### config.mk
export PLATFORM = sky130hd
export DESIGN_NAME = topological_order_with_loop_check
export DESIGN_NICKNAME = d
export VERILOG_FILES = /design/src/topo_pkg.sv /design/src/topo_node_cell.sv /design/src/topo_order_cell.sv /design/src/topological_order_with_loop_check.sv
export SDC_FILE = /design/constraint.sdc
export NUM_CORES = 1
export LEC_CHECK = 0
export BUFFER_PORTS_ARGS = -buffer_cell sky130_fd_sc_hd__buf_2
export CAP_MARGIN = 40
export CORE_AREA = 2 2 178 180
export DETAILED_ROUTE_END_ITERATION = 8
export DIE_AREA = 0 0 180 182
export PLACE_DENSITY = 0.66
export SLEW_MARGIN = 20
export SYNTH_ARGS = -nofsm -noshare
export SYNTH_HDL_FRONTEND = slang
export SYNTH_SLANG_ARGS = --single-unit
### constraint.sdc
create_clock -name clk -period 8.9 [get_ports clk]
set_input_delay 1.78 -clock clk [delete_from_list [all_inputs] [get_ports clk]]
set_output_delay 1.78 -clock clk [all_outputs]
set_load 0.02 [all_outputs]
### src/topo_pkg.sv
`default_nettype none
// ----------------------------------------------------------------------------
// Topological order package
// Shared constants, the control state type and the node cell control bundle.
// ----------------------------------------------------------------------------
package topo_pkg;

  localparam int MAX_NODES_DEF = 16;
  localparam int IDX_W         = 4;
  localparam int CNT_W         = 5;
  localparam logic [CNT_W-1:0] NODE_COUNT_RST = 5'd16;

  typedef enum logic [2:0] {
    ST_LOAD,
    ST_SCAN,
    ST_ALIGN,
    ST_EMIT,
    ST_LOOP
  } topo_state_t;

  typedef struct packed {
    logic             load;
    logic [IDX_W-1:0] src;
    logic [IDX_W-1:0] dst;
    logic             start;
    logic             scan;
    logic             clear;
  } topo_ctl_t;

endpackage

`default_nettype wire

### src/topo_node_cell.sv
`default_nettype none
// ----------------------------------------------------------------------------
// Node cell
// Holds the incoming edges and the taken flag of one node and passes the
// scan token to its neighbor.
// ----------------------------------------------------------------------------
module topo_node_cell #(
  parameter int MAX_NODES = 16,
  parameter int CELL_IDX  = 0
) (
  input  wire                     clk,
  input  wire                     rst_n,
  input  wire topo_pkg::topo_ctl_t ctl,
  input  wire                     tok_in,
  input  wire [MAX_NODES-1:0]     taken_all,
  input  wire [MAX_NODES-1:0]     act,
  output logic                    tok,
  output logic                    taken,
  output logic                    took
);
  import topo_pkg::*;

  logic [MAX_NODES-1:0] in_mask_r, in_mask_nxt;
  logic                 taken_r, taken_nxt;
  logic                 tok_r;
  logic [MAX_NODES-1:0] pend;
  logic                 ready;

  always_comb begin
    pend  = in_mask_r & ~taken_all & act;
    ready = ~taken_r & ~(|pend);
    took  = ctl.scan & tok_r & ready;

    in_mask_nxt = in_mask_r;
    if (ctl.clear) begin
      in_mask_nxt = '0;
    end else if (ctl.load && (int'(ctl.dst) == CELL_IDX)) begin
      for (int u = 0; u < MAX_NODES; u++) begin
        if (int'(ctl.src) == u) begin
          in_mask_nxt[u] = 1'b1;
        end
      end
    end

    taken_nxt = taken_r;
    if (ctl.start) begin
      taken_nxt = 1'b0;
    end else if (took) begin
      taken_nxt = 1'b1;
    end
  end

  always_ff @(posedge clk) begin
    if (!rst_n) begin
      in_mask_r <= '0;
      taken_r   <= 1'b0;
      tok_r     <= 1'b0;
    end else begin
      in_mask_r <= in_mask_nxt;
      taken_r   <= taken_nxt;
      tok_r     <= tok_in;
    end
  end

  assign tok   = tok_r;
  assign taken = taken_r;

endmodule

`default_nettype wire

### src/topo_order_cell.sv
`default_nettype none
// ----------------------------------------------------------------------------
// Order cell
// One slot of the shift chain that collects the node order and moves it
// toward the output.
// ----------------------------------------------------------------------------
module topo_order_cell (
  input  wire                          clk,
  input  wire                          shift,
  input  wire  [topo_pkg::IDX_W-1:0]   d_in,
  output logic [topo_pkg::IDX_W-1:0]   q
);
  import topo_pkg::*;

  logic [IDX_W-1:0] q_r;

  always_ff @(posedge clk) begin
    if (shift) begin
      q_r <= d_in;
    end
  end

  assign q = q_r;

endmodule

`default_nettype wire

### src/topological_order_with_loop_check.sv
`default_nettype none
// ----------------------------------------------------------------------------
// Topological order with loop check
// Collects a directed graph edge by edge and emits its nodes in Kahn order.
// ----------------------------------------------------------------------------
// Edges are loaded one item per cycle. The item with tlast closes the graph;
// the block then stops taking items and a scan token walks the row of node
// cells, one node per cycle, in passes over nodes 0 to n-1. A node is taken
// when none of its sources is still pending, and it counts as gone for the
// very next node. After the ordering passes the collected order is shifted to
// the output, then n results follow, one per cycle while the sink is ready.
// A graph with a cycle gives one result with tuser set instead. The edge
// store is empty again for the next graph.
module topological_order_with_loop_check #(
  parameter int MAX_NODES = topo_pkg::MAX_NODES_DEF
) (
  input  wire        clk,
  input  wire        rst_n,
  input  wire        cfg_wr_en,
  input  wire  [4:0] cfg_wr_data,   // node_count
  input  wire        in_tvalid,
  output logic       in_tready,
  input  wire  [7:0] in_tdata,      // [3:0] src_node, [7:4] dst_node
  input  wire        in_tuser,      // has_edge
  input  wire        in_tlast,      // last_edge
  output logic       out_tvalid,
  input  wire        out_tready,
  output logic [7:0] out_tdata,     // [3:0] node_index, [7:4] zero
  output logic       out_tuser,     // loop_found
  output logic       out_tlast      // is_last
);
  import topo_pkg::*;

  localparam int NW = (MAX_NODES > 1) ? $clog2(MAX_NODES) : 1;
  localparam int CW = $clog2(MAX_NODES + 1);

  topo_state_t      state_r, state_nxt;
  logic [CNT_W-1:0] node_count_r;
  logic [CW-1:0]    done_r, done_nxt;
  logic             prog_r, prog_nxt;
  logic [CW-1:0]    n_act;

  topo_ctl_t            ctl;
  logic [MAX_NODES-1:0] tok_vec, tok_in, taken_vec, took_vec, act, last_oh;
  logic                 take, at_last, finish, loop_det, in_acc, out_acc, shift;
  logic [NW-1:0]        sel_idx;
  logic [IDX_W-1:0]     ord_q [MAX_NODES+1];

  always_comb begin
    if (node_count_r == '0) begin
      n_act = CW'(1);
    end else if (int'(node_count_r) > MAX_NODES) begin
      n_act = CW'(MAX_NODES);
    end else begin
      n_act = CW'(node_count_r);
    end
    for (int v = 0; v < MAX_NODES; v++) begin
      act[v]     = (v < int'(n_act));
      last_oh[v] = (v == int'(n_act) - 1);
    end
  end

  always_ff @(posedge clk) begin
    if (!rst_n) begin
      node_count_r <= NODE_COUNT_RST;
    end else if (cfg_wr_en) begin
      node_count_r <= cfg_wr_data;
    end
  end

  assign in_acc  = in_tvalid & in_tready;
  assign out_acc = out_tvalid & out_tready;

  always_comb begin
    sel_idx = '0;
    for (int v = 0; v < MAX_NODES; v++) begin
      if (took_vec[v]) begin
        sel_idx = sel_idx | NW'(v);
      end
    end
    take     = |took_vec;
    at_last  = |(tok_vec & last_oh);
    finish   = (state_r == ST_SCAN) && take && (done_r + CW'(1) == n_act);
    loop_det = (state_r == ST_SCAN) && at_last && !take && !prog_r;
  end

  always_comb begin
    ctl.load  = in_acc & in_tuser;
    ctl.src   = in_tdata[3:0];
    ctl.dst   = in_tdata[7:4];
    ctl.start = in_acc & in_tlast;
    ctl.scan  = (state_r == ST_SCAN);
    ctl.clear = finish | loop_det;

    tok_in    = '0;
    tok_in[0] = ctl.start |
                ((state_r == ST_SCAN) && at_last && !finish && !loop_det);
    for (int v = 1; v < MAX_NODES; v++) begin
      tok_in[v] = (state_r == ST_SCAN) && tok_vec[v-1] && act[v] && !finish;
    end
  end

  always_comb begin
    state_nxt  = state_r;
    done_nxt   = done_r;
    prog_nxt   = prog_r;
    in_tready  = 1'b0;
    out_tvalid = 1'b0;
    out_tlast  = 1'b0;
    out_tuser  = 1'b0;
    out_tdata  = '0;
    shift      = 1'b0;
    unique case (state_r)
      ST_LOAD: begin
        in_tready = 1'b1;
        if (ctl.start) begin
          state_nxt = ST_SCAN;
          done_nxt  = '0;
          prog_nxt  = 1'b0;
        end
      end
      ST_SCAN: begin
        shift = take;
        if (take) begin
          done_nxt = done_r + CW'(1);
          prog_nxt = 1'b1;
        end
        if (finish) begin
          if (done_r + CW'(1) == CW'(MAX_NODES)) begin
            state_nxt = ST_EMIT;
            done_nxt  = '0;
          end else begin
            state_nxt = ST_ALIGN;
          end
        end else if (loop_det) begin
          state_nxt = ST_LOOP;
        end else if (at_last) begin
          prog_nxt = 1'b0;
        end
      end
      ST_ALIGN: begin
        shift    = 1'b1;
        done_nxt = done_r + CW'(1);
        if (done_r == CW'(MAX_NODES - 1)) begin
          state_nxt = ST_EMIT;
          done_nxt  = '0;
        end
      end
      ST_EMIT: begin
        out_tvalid = 1'b1;
        out_tdata  = {4'b0000, ord_q[0]};
        out_tlast  = (done_r + CW'(1) == n_act);
        shift      = out_acc;
        if (out_acc) begin
          done_nxt = done_r + CW'(1);
          if (out_tlast) begin
            state_nxt = ST_LOAD;
          end
        end
      end
      ST_LOOP: begin
        out_tvalid = 1'b1;
        out_tlast  = 1'b1;
        out_tuser  = 1'b1;
        if (out_acc) begin
          state_nxt = ST_LOAD;
        end
      end
      default: begin
        state_nxt = ST_LOAD;
      end
    endcase
  end

  always_ff @(posedge clk) begin
    if (!rst_n) begin
      state_r <= ST_LOAD;
      done_r  <= '0;
      prog_r  <= 1'b0;
    end else begin
      state_r <= state_nxt;
      done_r  <= done_nxt;
      prog_r  <= prog_nxt;
    end
  end

  for (genvar v = 0; v < MAX_NODES; v++) begin : g_node
    topo_node_cell #(
      .MAX_NODES (MAX_NODES),
      .CELL_IDX  (v)
    ) u_cell (
      .clk       (clk),
      .rst_n     (rst_n),
      .ctl       (ctl),
      .tok_in    (tok_in[v]),
      .taken_all (taken_vec),
      .act       (act),
      .tok       (tok_vec[v]),
      .taken     (taken_vec[v]),
      .took      (took_vec[v])
    );
  end

  assign ord_q[MAX_NODES] = IDX_W'(sel_idx);

  for (genvar i = 0; i < MAX_NODES; i++) begin : g_order
    topo_order_cell u_ord (
      .clk   (clk),
      .shift (shift),
      .d_in  (ord_q[i+1]),
      .q     (ord_q[i])
    );
  end

endmodule

`default_nettype wire
==> summary by stage, run 1 <==
Final layout
The fraction of final layout cells with drive strength greater than 1 is 0.188. 0 antenna diodes ended up in the layout. Once layout is complete, the cells apart from fillers number 1,989. Leaving out fill and tap cells, the most frequent cells in the layout are sky130_fd_sc_hd__dfxtp_1, sky130_fd_sc_hd__a21oi_1, sky130_fd_sc_hd__nor2_1, sky130_fd_sc_hd__nor2_4, sky130_fd_sc_hd__edfxtp_1. The library cell used most frequently in the layout, excluding fill and tap cells, is sky130_fd_sc_hd__dfxtp_1. The final core utilization is 0.553. The count of fill cells added during filler insertion is 2,699.

For this run, the post-layout net count is 1,582. Relative to the synthesized area, the layout overhead comes to 12.0%.

Synthesis
The number of instances in the synthesized netlist is 1,530. The synthesized netlist contains 83 unique library cells. The library cell with the largest summed area after synthesis is sky130_fd_sc_hd__dfxtp_1.

Yosys attributes the largest share of cell area to sky130_fd_sc_hd__dfxtp_1, sky130_fd_sc_hd__edfxtp_1, sky130_fd_sc_hd__a21oi_1. The share of the Yosys chip area taken by registers is 0.520. The average cell area after synthesis is 10.0 µm². Of all flip-flops after synthesis, the portion carrying an async set or reset was 0.

The fraction of post-synthesis cell area in the top cell type by area is 0.395. Summing every instance area after synthesis gives 0.0153 mm². The top flip-flop cell by instance count after synthesis is sky130_fd_sc_hd__dfxtp_1. Yosys mapped a number of flops with a built-in enable equal to 64. Synthesis inferred 366 register bits. The Yosys warning count is 0.

STA
The clock period could shrink to 4.86 ns. Dividing the final minimum period by the clock period gives 0.546. The number of failing setup endpoints in the final timing report is 0.

The summed negative setup slack over all endpoints is 0 ns. The final-report max-slew violation count was 0. The final hold violation count is 0.

The worst pin sits at a relative slew slack of 0.418. The worst-case clock skew is 0.0116 ns. For the pin with the worst max-slew slack, the measured transition is 0.873 ns.

Setup repair after global routing left no endpoint under its margin. Based on the critical path, the design can be clocked at up to 206 MHz.

GRT
The initial antenna violation count was 0. The maximum number of pins on one net before global-route repair is 65. In the global route stage, overall resource usage came out at 0.259.

The global-route wire length before repair is 66,300 µm. After global routing the overflow that remains totals 0. The number of global-route vias before repair is 11,300.

Power and ir drop
The internal power summed over all cells is 0.00266 W. Of the total power, the clock network draws 0.455. The total power divided by cell area is 206 mW/mm². The worst-case IR drop observed on VDD is 0.152 mV. The share of total power dissipated in combinational logic is 0.063. The static power due to leakage is 5.84 nW. The switching part of the total power is 0.244. For this design the total switching power over the nets is 0.000861 W.

The power share of the sequential group is 0.482.

Clock tree
The maximum clock insertion buffer count is 3. The clock net in this run drives a total of 366 sinks. The post-CTS setup buffer count is 0. The insertion delay of the later-clocked pin in the worst-skew pair is 0.55 ns.

The cell sitting at the root of the clock tree is a sky130_fd_sc_hd__clkbuf_16. Clock-pin slew was measured on the worst setup and hold paths at 0.06 ns. The clock tree from TritonCTS is yes. The level count of the clock H-tree is 2. Once the clock tree was built, the resizer swapped 0 gates to a different size. The number of buffers inserted for hold repair after clock tree synthesis is 0. The number of CTS-inserted buffers is 40.

Critical path
Counting cells, the worst reg-to-reg path comes to 10. In this run the worst path has a maximum fanout of 6. The worst setup path is captured at an output pin. STA classifies the critical path startpoint as a flop.

The start of the worst register-to-register path is state_r[0]. In this run the worst setup path begins at done_r[0]. The reg-to-reg setup timing slack is 4.05 ns.

The end of the worst register-to-register path is g_node[5].u_cell.in_mask_r[1]. At the worst endpoint, the required time is 7.12 ns. The endpoint arrival time on the critical path is 3.08 ns. The critical setup path kind is reg -> out. The termination of the worst setup path is out_tlast.

Place
Port buffering added 27 buffers. In this run, placement finished with an instance count of 1,914. The HPWL after detailed placement is 28,100 µm. The last weighted congestion value of the routability-driven placer is 0.892.

Route
The total via count after detailed routing is 11,900. The residual DRC count is 0. Summed over all layers, the routed wires come to 42,900 µm. The first-pass iteration count of the detailed router is 5.

The count of nets left with antenna violations once routing finished came out at 0. The per-cell routed wire length is 21.5 µm. Dividing the detail-routed via count by the number of cells gives 5.97. The first routing iteration left 1,076 violations.

Worst hold path
The class of the tightest hold or removal check is reg -> reg.

Floorplanning
The die footprint is 0.0328 mm². The number of top-level pins is 32. The cell row count is 65. In this run the standard cell core region covers 0.0310 mm². The initial utilization of the core area, before any placement, comes to 0.494. The die is 180 µm wide. The die is 182 µm tall.

Flow run
The max-capacitance violation count is 0.

Status
The run finished with clean final reports.
-- worst min path at each step --
| stage | from | cells after the start | to | slack, ns |
|---|---|---|---|---|
| after floorplan | g_order[1].u_ord.q[0] | 0 | g_order[0].u_ord.q[0] | 0.40 |
| after global routing | g_order[15].u_ord.q[0] | 0 | g_order[14].u_ord.q[0] | 0.42 |
| after detailed placement | g_order[3].u_ord.q[1] | 0 | g_order[2].u_ord.q[1] | 0.40 |
| final | g_order[1].u_ord.q[1] | 0 | g_order[0].u_ord.q[1] | 0.41 |
| after global placement | g_order[4].u_ord.q[2] | 0 | g_order[3].u_ord.q[2] | 0.40 |
| after CTS | g_order[1].u_ord.q[1] | 0 | g_order[0].u_ord.q[1] | 0.41 |
-- power by group through the flow --
| stage | clock network [W] | registers, W | logic (W) |
|---|---|---|---|
| 6_report | 0.00161 | 0.00170 | 0.000223 |
| 5_1_grt | 0.00170 | 0.00170 | 0.000233 |
| 4_1_cts | 0.00162 | 0.00170 | 0.000215 |
| 3_5_place_dp | 0 | 0.00173 | 0.000214 |
| 3_3_place_gp | 0 | 0.00174 | 0.000203 |
| 2_1_floorplan | 0 | 0.00173 | 0.000160 |
-- area by class of cell --
type / count / area [µm²] / area share
Clock buffer: 55 / 1130 / 0.0657
Clock inverter: 16 / 148 / 0.00861
Inverter: 40 / 150 / 0.00876
Multi-Input combinational cell: 1023 / 6550 / 0.382
Sequential cell: 366 / 7970 / 0.465
Tap cell: 402 / 503 / 0.0293
Timing Repair Buffer: 87 / 701 / 0.0409
-- per-layer routing --
metal / track usage / routed length (µm) / share of wire
met4: 0.102 / 1710 / 0.040
met3: 0.0519 / 3570 / 0.083
met2: 0.414 / 19500 / 0.45
met5: 0 / 0 / 0
met1: 0.347 / 18100 / 0.42
-- logic make-up after synthesis --
logic type,synth area share
adders and majority gates,0.00327
muxes,0.00662
other,0.000245
AOI/OAI and AO/OA,0.193
buffers and inverters,0.0583
and+or+nand+nor,0.215
xor gates and xnor gates,0.00343
DFF,0.520
-- sequential cells by signal (all words and copies together) (netlist names) --
name / cells
g_node.u_cell.tok: 16
state_r: 3
g_order.u_ord.q: 64
done_r: 5
g_node.u_cell.in_mask_r: 256
prog_r: 1
g_node.u_cell.taken: 16
node_count_r: 5
-- critical path, stage by stage, from the launching register on --
cell	delay [ns]
sky130_fd_sc_hd__dfxtp_1	0.37
sky130_fd_sc_hd__ha_1	0.28
sky130_fd_sc_hd__nand3_1	0.12
sky130_fd_sc_hd__inv_1	0.05
sky130_fd_sc_hd__ha_1	0.30
sky130_fd_sc_hd__inv_1	0.07
sky130_fd_sc_hd__nor3_1	0.18
sky130_fd_sc_hd__a32oi_1	0.08
sky130_fd_sc_hd__nor3_1	0.73
sky130_fd_sc_hd__a21o_1	0.21
sky130_fd_sc_hd__buf_2	0.15
-- Yosys cell counts, types with 4 or more instances --
| cell | instances |
|---|---|
| sky130_fd_sc_hd__nor2b_1 | 4 |
| sky130_fd_sc_hd__a22o_1 | 10 |
| sky130_fd_sc_hd__nand2b_1 | 29 |
| sky130_fd_sc_hd__clkbuf_1 | 45 |
| sky130_fd_sc_hd__buf_4 | 10 |
| sky130_fd_sc_hd__inv_1 | 38 |
| sky130_fd_sc_hd__a21oi_1 | 270 |
| sky130_fd_sc_hd__xor2_1 | 4 |
| sky130_fd_sc_hd__buf_2 | 20 |
| sky130_fd_sc_hd__dfxtp_1 | 302 |
| sky130_fd_sc_hd__and3_1 | 10 |
| sky130_fd_sc_hd__nor4_1 | 5 |
| sky130_fd_sc_hd__and3b_1 | 4 |
| sky130_fd_sc_hd__nor3b_1 | 11 |
| sky130_fd_sc_hd__nor2_1 | 229 |
| sky130_fd_sc_hd__a2111oi_0 | 10 |
| sky130_fd_sc_hd__mux2i_1 | 9 |
| sky130_fd_sc_hd__and4_1 | 7 |
| sky130_fd_sc_hd__nand2_1 | 47 |
| sky130_fd_sc_hd__a211oi_1 | 10 |
| sky130_fd_sc_hd__buf_6 | 16 |
| sky130_fd_sc_hd__o21a_1 | 4 |
| sky130_fd_sc_hd__and2_1 | 12 |
| sky130_fd_sc_hd__a21oi_2 | 4 |
| sky130_fd_sc_hd__nor2_4 | 100 |
| sky130_fd_sc_hd__a31oi_1 | 7 |
| sky130_fd_sc_hd__a22oi_1 | 44 |
| sky130_fd_sc_hd__nor4_2 | 5 |
| sky130_fd_sc_hd__buf_12 | 9 |
| sky130_fd_sc_hd__nand4_1 | 14 |
| sky130_fd_sc_hd__edfxtp_1 | 64 |
| sky130_fd_sc_hd__ha_1 | 4 |
| sky130_fd_sc_hd__a221oi_1 | 11 |
| sky130_fd_sc_hd__a221o_1 | 6 |
| sky130_fd_sc_hd__o32ai_1 | 14 |
| sky130_fd_sc_hd__o21ai_0 | 14 |
| sky130_fd_sc_hd__a2111o_1 | 6 |
| sky130_fd_sc_hd__nor4b_1 | 5 |
| sky130_fd_sc_hd__nor3_1 | 26 |
| sky130_fd_sc_hd__nand3b_1 | 4 |
| sky130_fd_sc_hd__nand3_1 | 18 |
| sky130_fd_sc_hd__o22ai_1 | 4 |
-- per-stage QoR --
step                      total power, W  instance area, µm²  hold WS, ns  setup slack (ns)
final                            0.00353               17100        0.411              4.04
after global placement           0.00194               15600        0.401              3.43
after CTS                        0.00354               17100        0.415              4.08
after detailed placement         0.00195               15800        0.405              4.08
after floorplan                  0.00189               15300        0.400              2.01
after global routing             0.00363               17100        0.420              3.86
Power figures use the tool's default switching activity.
==> run 2: changes to the inputs <==
--- a/config.mk
+++ b/config.mk
@@ -10,7 +10,7 @@
 export CORE_AREA = 2 2 178 180
 export DETAILED_ROUTE_END_ITERATION = 8
 export DIE_AREA = 0 0 180 182
-export PLACE_DENSITY = 0.66
+export PLACE_DENSITY = 0.68
 export SLEW_MARGIN = 20
 export SYNTH_ARGS = -nofsm -noshare
 export SYNTH_HDL_FRONTEND = slang
==> constraint.sdc (replaced) <==
create_clock -name clk -period 3.9 [get_ports clk]
set_input_delay 0.78 -clock clk [delete_from_list [all_inputs] [get_ports clk]]
set_output_delay 0.78 -clock clk [all_outputs]
set_load 0.02 [all_outputs]
==> summary by stage, run 2 (same netlist as run 1, synthesis figures left out) <==
Final layout
The final core utilization is 0.574. The number of inserted diodes is 0. The fraction of final layout cells with drive strength greater than 1 is 0.218. The commonest non-fill, non-tap cell in the layout is sky130_fd_sc_hd__dfxtp_1. With fillers left out, the area of the finished cells amounts to 0.0178 mm². Relative to the synthesized area, the layout overhead comes to 16.1%. In the layout the commonest cells are sky130_fd_sc_hd__dfxtp_1, sky130_fd_sc_hd__a21oi_1, sky130_fd_sc_hd__nor2_1, sky130_fd_sc_hd__nor2_4, sky130_fd_sc_hd__buf_4. The number of nets in the final layout is 1,639. The number of flip-flops under the largest register name is 256. The register with the most flip-flops in the final layout is g_node.u_cell.in_mask_r.

Place
The wire-length estimate of the detail-placed layout is 29,900 µm. Before CTS, the worst setup slack after placement is -0.244 ns. The count of buffers added on input and output ports is 27. The last weighted congestion value of the routability-driven placer is 0.912. The post-place instance area is 0.0163 mm².

Floorplanning
The die is 180 µm wide. After floorplanning, the core was sized to cover 0.0310 mm². The height of the chip is 182 µm. The starting density of the core is 0.494. The die footprint is 0.0328 mm². The number of top-level pins is 32.

In this run the core area contains 65 standard-cell rows.

Clock tree
The clock-pin slew of the registers on the worst-case setup and hold paths is 0.06 ns. The clock passes through at most 3 buffers. The level count of the clock H-tree is 2. The number of buffers inserted for hold repair after clock tree synthesis is 0. The number of CTS-inserted buffers is 39. TritonCTS built the clock tree. The clock sink count is 366. The tree is rooted in a sky130_fd_sc_hd__clkbuf_16.

The insertion delay of the later-clocked pin in the worst-skew pair is 0.53 ns.

Critical path
The maximum net fanout on the critical path is 61. The number of cell instances on the worst register-to-register path is 12. Data on the critical path arrives at its endpoint at 4.26 ns. STA classifies the critical path startpoint as a flop. The critical path capture point type is a flop. STA puts the critical path data required time at 4.35 ns. The critical setup path kind is reg -> reg.

GRT
The overflow left after global routing is 0. The most utilized layer in the global route result is met2. In the global route stage, met3 resource usage came out at 0.0481. The number of global-route vias before repair is 11,600. For this run, the total global-route usage over all layers was measured as 0.263. For this run, global-route usage on met2 was measured as 0.411. The initial antenna violation count is 0. The met1 track demand over resource in global routing is 0.361.

The maximum number of pins on one net before global-route repair is 69. The global-route wire length before repair is 67,600 µm.

Route
The residual DRC count is 0. The routed wire length is 43,700 µm. The via count normalized by instance count is 5.89. The count of nets left with antenna violations once routing finished came out at 0.

The per-cell routed wire length is 21.3 µm. The total via count after detailed routing is 12,100. For this block, the initial DRC count from the detailed router was 1,159. The first-pass iteration count of the detailed router is 7.

Power and ir drop
Internal power comes to 0.00618 W. The analysis attributes to net switching a power of 0.00193 W. Of the total power, the share spent switching nets is 0.238. The total power divided by cell area is 456 mW/mm².

Across the VDD grid, the largest voltage drop is 0.322 mV. The part of the total power dissipated in combinational logic is 0.069. The power share of the sequential group is 0.478. In this run the static leakage power is 6.20 nW. Of the total power, the clock network draws 0.454.

STA
Across the routed clock network, the largest skew measured is 0.0138 ns. The setup slack of the critical path after layout is 0.0929 ns. The shortest clock period the worst path allows after layout is 3.81 ns. After routing, the total negative slack on setup checks comes to 0 ns.

At the pin with the least slew margin, the transition time is 0.650 ns. The final-report max-slew violation count was 0. Static timing analysis puts the maximum clock frequency at 263 MHz. The final hold violation count was 0. Measured against its own limit, the worst slew margin works out to 0.565.

Setup violations remaining at the end of the flow were counted as 0. The final critical-path share of the clock period is 0.976.

Status
The flow ran to the end, and the final reports show no timing, DRC or antenna violations.

Worst hold path
The count of cells along the worst hold path is 0. The min-delay analysis places its worst path in the category reg -> reg.

Flow run
The max-capacitance violation count is 0.
==> run 2: cell types whose count changed in the layout (fill, tap and decap cells not counted), moves of 3 or more <==
cell,before,now
sky130_fd_sc_hd__nor4_2,6,3
sky130_fd_sc_hd__nor3_1,19,16
sky130_fd_sc_hd__buf_4,45,96
sky130_fd_sc_hd__nor3_2,3,6
sky130_fd_sc_hd__nor4_4,1,4
sky130_fd_sc_hd__a2111oi_1,0,3
sky130_fd_sc_hd__a2111oi_0,10,6
sky130_fd_sc_hd__buf_8,9,5
sky130_fd_sc_hd__buf_12,1,9
==> run 2: layout make-up <==
type / count / area [µm²]
Clock buffer: 57 / 1130
Clock inverter: 15 / 145
Fill cell: 2653 / 13200
Inverter: 40 / 150
Multi-Input combinational cell: 1023 / 6620
Sequential cell: 366 / 7970
Tap cell: 402 / 503
Timing Repair Buffer: 145 / 1260
==> run 2: per-layer routing <==
layer  vias up  routed length [µm]
li1       5620                   -
met1      5829               18900
met2       515               19400
met3       103                3760
met4         0                1700
met5         -                   0
==> run 2: metrics by stage <==
stage                     total power (W)  instances  hold WS (ns)
after floorplan                   0.00431       1533         0.400
after global placement            0.00448       1961         0.401
final                             0.00811       2048         0.418
after CTS                         0.00813       2044         0.418
after detailed placement          0.00448       1969         0.405
after global routing              0.00835       2048         0.420
==> run 2: path summary, 6_finish.rpt <==
path	startpoint	end	slack, ns
min reg2reg	g_order[3].u_ord.q[3]	g_order[2].u_ord.q[3]	0.42
max	node_count_r[4]	g_node[6].u_cell.in_mask_r[6]	0.09
min	g_order[3].u_ord.q[3]	g_order[2].u_ord.q[3]	0.42
max reg2reg	node_count_r[4]	g_node[6].u_cell.in_mask_r[6]	0.09
==> run 2: worst max-delay path, stage by stage, from the launching register on <==
cell,delay [ns]
sky130_fd_sc_hd__dfxtp_1,0.38
sky130_fd_sc_hd__buf_4,0.20
sky130_fd_sc_hd__a2111oi_4,0.46
sky130_fd_sc_hd__nor2_1,0.13
sky130_fd_sc_hd__buf_4,0.20
sky130_fd_sc_hd__a22o_1,0.23
sky130_fd_sc_hd__a221oi_1,0.32
sky130_fd_sc_hd__and4b_1,0.40
sky130_fd_sc_hd__nor4_4,0.11
sky130_fd_sc_hd__and3_1,0.21
sky130_fd_sc_hd__a311o_2,0.52
sky130_fd_sc_hd__buf_16,0.29
sky130_fd_sc_hd__nor2_1,0.19
==> run 2: power groups by stage <==
stage / combinational (W) / sequential, W / clock [W]
after floorplan: 0.000366 / 0.00395 / 0
after global placement: 0.000521 / 0.00395 / 0
after detailed placement: 0.000529 / 0.00396 / 0
after CTS: 0.000534 / 0.00387 / 0.00373
after global routing: 0.000585 / 0.00387 / 0.00389
final: 0.000557 / 0.00387 / 0.00368
==> run 2: repair_timing <==
item | CTS | global route
pin swaps | 2 | 3
cloned | 0 | 1
buffers inserted | 3 | 3
resized for setup | 2 | 16
setup endpoints to repair | 316 | 251
==> run 3: changes to the inputs <==
--- a/config.mk
+++ b/config.mk
@@ -10,7 +10,7 @@
 export CORE_AREA = 2 2 178 180
 export DETAILED_ROUTE_END_ITERATION = 8
 export DIE_AREA = 0 0 180 182
-export PLACE_DENSITY = 0.68
+export PLACE_DENSITY = 0.66
 export SLEW_MARGIN = 20
 export SYNTH_ARGS = -nofsm -noshare
 export SYNTH_HDL_FRONTEND = slang
==> constraint.sdc (replaced) <==
create_clock -name clk -period 3.6 [get_ports clk]
set_input_delay 0.72 -clock clk [delete_from_list [all_inputs] [get_ports clk]]
set_output_delay 0.72 -clock clk [all_outputs]
set_load 0.02 [all_outputs]
==> summary by stage, run 3 (same netlist as run 1, synthesis figures left out) <==
STA
Of the available clock period, the critical path in the final layout requires 0.985. At the pin with the least slew margin, the transition time is 0.731 ns. Between clock sinks in the finished design, the worst skew comes to 0.0312 ns. Across all setup checks in the final design, the least slack found is 0.0537 ns. Static timing analysis puts the maximum clock frequency at 282 MHz. Headroom to the max-slew limit came out at 0.508. The number of failing setup endpoints in the final timing report is 0. The summed negative setup slack over all endpoints is 0 ns.

The shortest clock period the worst path allows after layout is 3.55 ns. The worst hold-check slack is 0.418 ns. The final hold violation count is 0. The final-report max-slew violation count is 0.

Critical path
The number of buffers and inverters on the critical path is 4. By startpoint and endpoint, the worst setup path is classified as reg -> reg. The critical path capture point type is a flop. The slowest stage of the critical path belongs to the cell sky130_fd_sc_hd__a2111oi_4.

Counting cells, the worst reg-to-reg path comes to 13. The worst setup path is launched from a flop. Of all nets on the critical path, the largest fanout is 27. The worst register-to-register path ends at g_node[15].u_cell.in_mask_r[4]. The endpoint arrival time on the critical path is 4.00 ns. Walking the worst path, the cells encountered are buf_12 -> a2111oi_4 -> buf_4 -> o32ai_1 -> a221o_1 -> a2111oi_4 -> and4_4 -> nor4_4 -> and3_1 -> a311o_2 -> buf_12 -> buf_16 -> nor2_1. The reg-to-reg setup timing slack is 0.05 ns. The required time of the worst setup path is 4.06 ns. The startpoint identified for the worst register-to-register timing path is node_count_r[1]. For this run, the slowest stage of the critical path takes 0.47 ns. On the critical path the largest part of the delay comes from compound AO/OA/AOI/OAI gates.

Worst hold path
The launch point of the worst hold path is g_order[12].u_ord.q[2]. The min-delay analysis places its worst path in the category reg -> reg. The sink of the worst hold path is g_order[11].u_ord.q[2]. Along the worst hold path, the cell count comes to 0.

Power and ir drop
The total power divided by cell area is 489 mW/mm². The maximum VDD drop is 0.306 mV. The static power due to leakage is 6.42 nW.

Place
Summed over all nets, the half-perimeter wirelength after detailed placement is 30,600 µm. The number of port buffers is 27. The worst slack after detailed placement is -0.226 ns. At the end of routability-driven placement, the weighted congestion stood at 0.933.

GRT
For met3 alone, demand over resource in global routing was 0.0445. The total overflow left after global routing is 0. The maximum number of pins on one net before global-route repair is 32. The initial antenna violation count was 0.

Across every metal layer, demand over resource in global routing totals 0.270. For this run, global-route usage on met2 was measured as 0.432. For met1 alone, demand over resource in global routing was 0.366. The first global-routing pass estimated 68,500 µm of wire. met2 is the most crowded layer. The number of global-route vias before repair is 11,500.

Route
The total via count after detailed routing is 12,200. The detailed router finished its first iteration with 1,233 violations. The detail route stage leaves a number of antenna-violating nets equal to 0. The first-pass iteration count of the detailed router is 5.

In the routed layout, each cell is associated on average with a via count of 5.89. The per-cell routed wire length is 21.7 µm. After detailed routing, the number of remaining DRC violations is 0. For this block, the routed nets add up to 44,900 µm of wire.

Final layout
The commonest non-fill, non-tap cell in the layout is sky130_fd_sc_hd__dfxtp_1. g_node.u_cell.in_mask_r holds more flip-flops than any other register. Leaving out fill and tap cells, the most frequent cells in the layout are sky130_fd_sc_hd__dfxtp_1, sky130_fd_sc_hd__a21oi_1, sky130_fd_sc_hd__nor2_1, sky130_fd_sc_hd__buf_4, sky130_fd_sc_hd__nor2_4. The number of inserted diodes is 0.

The fraction of final layout cells with drive strength greater than 1 is 0.238. The count of fill cells added during filler insertion is 2,575. At the end of the flow, the number of nets in the layout was 1,668.

The number of flip-flops under the largest register name is 256. Relative to the synthesized area, the layout overhead comes to 19.0%.

Clock tree
The number of clock buffers added by TritonCTS is 38. The tree is rooted in a sky130_fd_sc_hd__clkbuf_16. Clock latency on the worst-skew pair, taken at its later pin, is 0.53 ns. The maximum clock insertion buffer count is 3. The level count of the clock H-tree is 2. The number of buffers inserted for hold repair after clock tree synthesis is 0. Clock-pin slew was measured on the worst setup and hold paths at 0.06 ns. TritonCTS built the clock tree. The clock sink count is 366.

Flow run
The max-capacitance violation count is 0.

Floorplanning
The starting density of the core is 0.494. Pin placement for this block handled 32 I/O pins. The die footprint is 0.0328 mm². The cell row count is 65. In this run the vertical extent of the chip is 182 µm. In this run the horizontal extent of the chip is 180 µm. After floorplanning, the core was sized to cover 0.0310 mm².

Status
The flow ran to the end, and the final reports show no timing, DRC or antenna violations.
run 3: cell count changes in the layout (fill, tap and decap cells not counted), moves of 4 or more:
cell                       delta
sky130_fd_sc_hd__buf_12      +21
sky130_fd_sc_hd__buf_4       +19
sky130_fd_sc_hd__buf_8        -5
sky130_fd_sc_hd__clkbuf_1     -4
sky130_fd_sc_hd__nor3_2       +6
sky130_fd_sc_hd__nor3_4       -4
run 3: layer usage:
layer / wire length, µm / part of all wire / vias up
li1: - / - / 5694
met1: 19100 / 0.42 / 5863
met2: 20500 / 0.46 / 536
met3: 3570 / 0.080 / 116
met4: 1830 / 0.041 / 0
met5: 0 / 0 / -
run 3: area by class of cell:
class,instances,area [µm²],area share
timing repair buffer,175,1640,0.0902
multi-input combinational,1023,6680,0.367
sequential,366,7970,0.437
tap,402,503,0.0276
inverter,40,150,0.00824
clock inverter,16,219,0.0120
clock buffer,50,1060,0.0580
run 3: where the power goes:
part / internal, W / switching (W) / leakage [nW] / total, W
sequential: 0.00418 / 0.0000121 / 3.01 / 0.00419
combinational: 0.000230 / 0.000451 / 2.78 / 0.000680
clock: 0.00242 / 0.00161 / 0.631 / 0.00403
total: 0.00683 / 0.00207 / 6.42 / 0.00890
run 3: worst max path at each step:
stage	from	to	slack, ns	cells past startpoint
after global placement	node_count_r[3]	g_node[4].u_cell.in_mask_r[3]	-0.31	15
after CTS	node_count_r[4]	g_node[9].u_cell.in_mask_r[9]	0.002	16
final	node_count_r[1]	g_node[15].u_cell.in_mask_r[4]	0.05	13
after floorplan	state_r[2]	g_order[0].u_ord.q[0]	0.001	10
after global routing	node_count_r[0]	g_node[15].u_cell.in_mask_r[13]	-0.03	13
after detailed placement	state_r[2]	g_node[9].u_cell.in_mask_r[9]	-0.23	13
run 3: timing repair:
action,4_1_cts,5_1_grt
buffers inserted,0,4
endpoints found under the setup margin,336,335
resized for setup,7,27
pin swaps,1,10
run 3: per-stage QoR:
stage               power (W)  std cells   util  cell area [µm²]
floorplan             0.00467       1533      -            15300
global placement      0.00493       2001  0.540            16700
detailed placement    0.00493       2002  0.541            16700
CTS                   0.00892       2068  0.582            18000
global route          0.00913       2072  0.588            18200
finish                0.00890       2072  0.588            18200
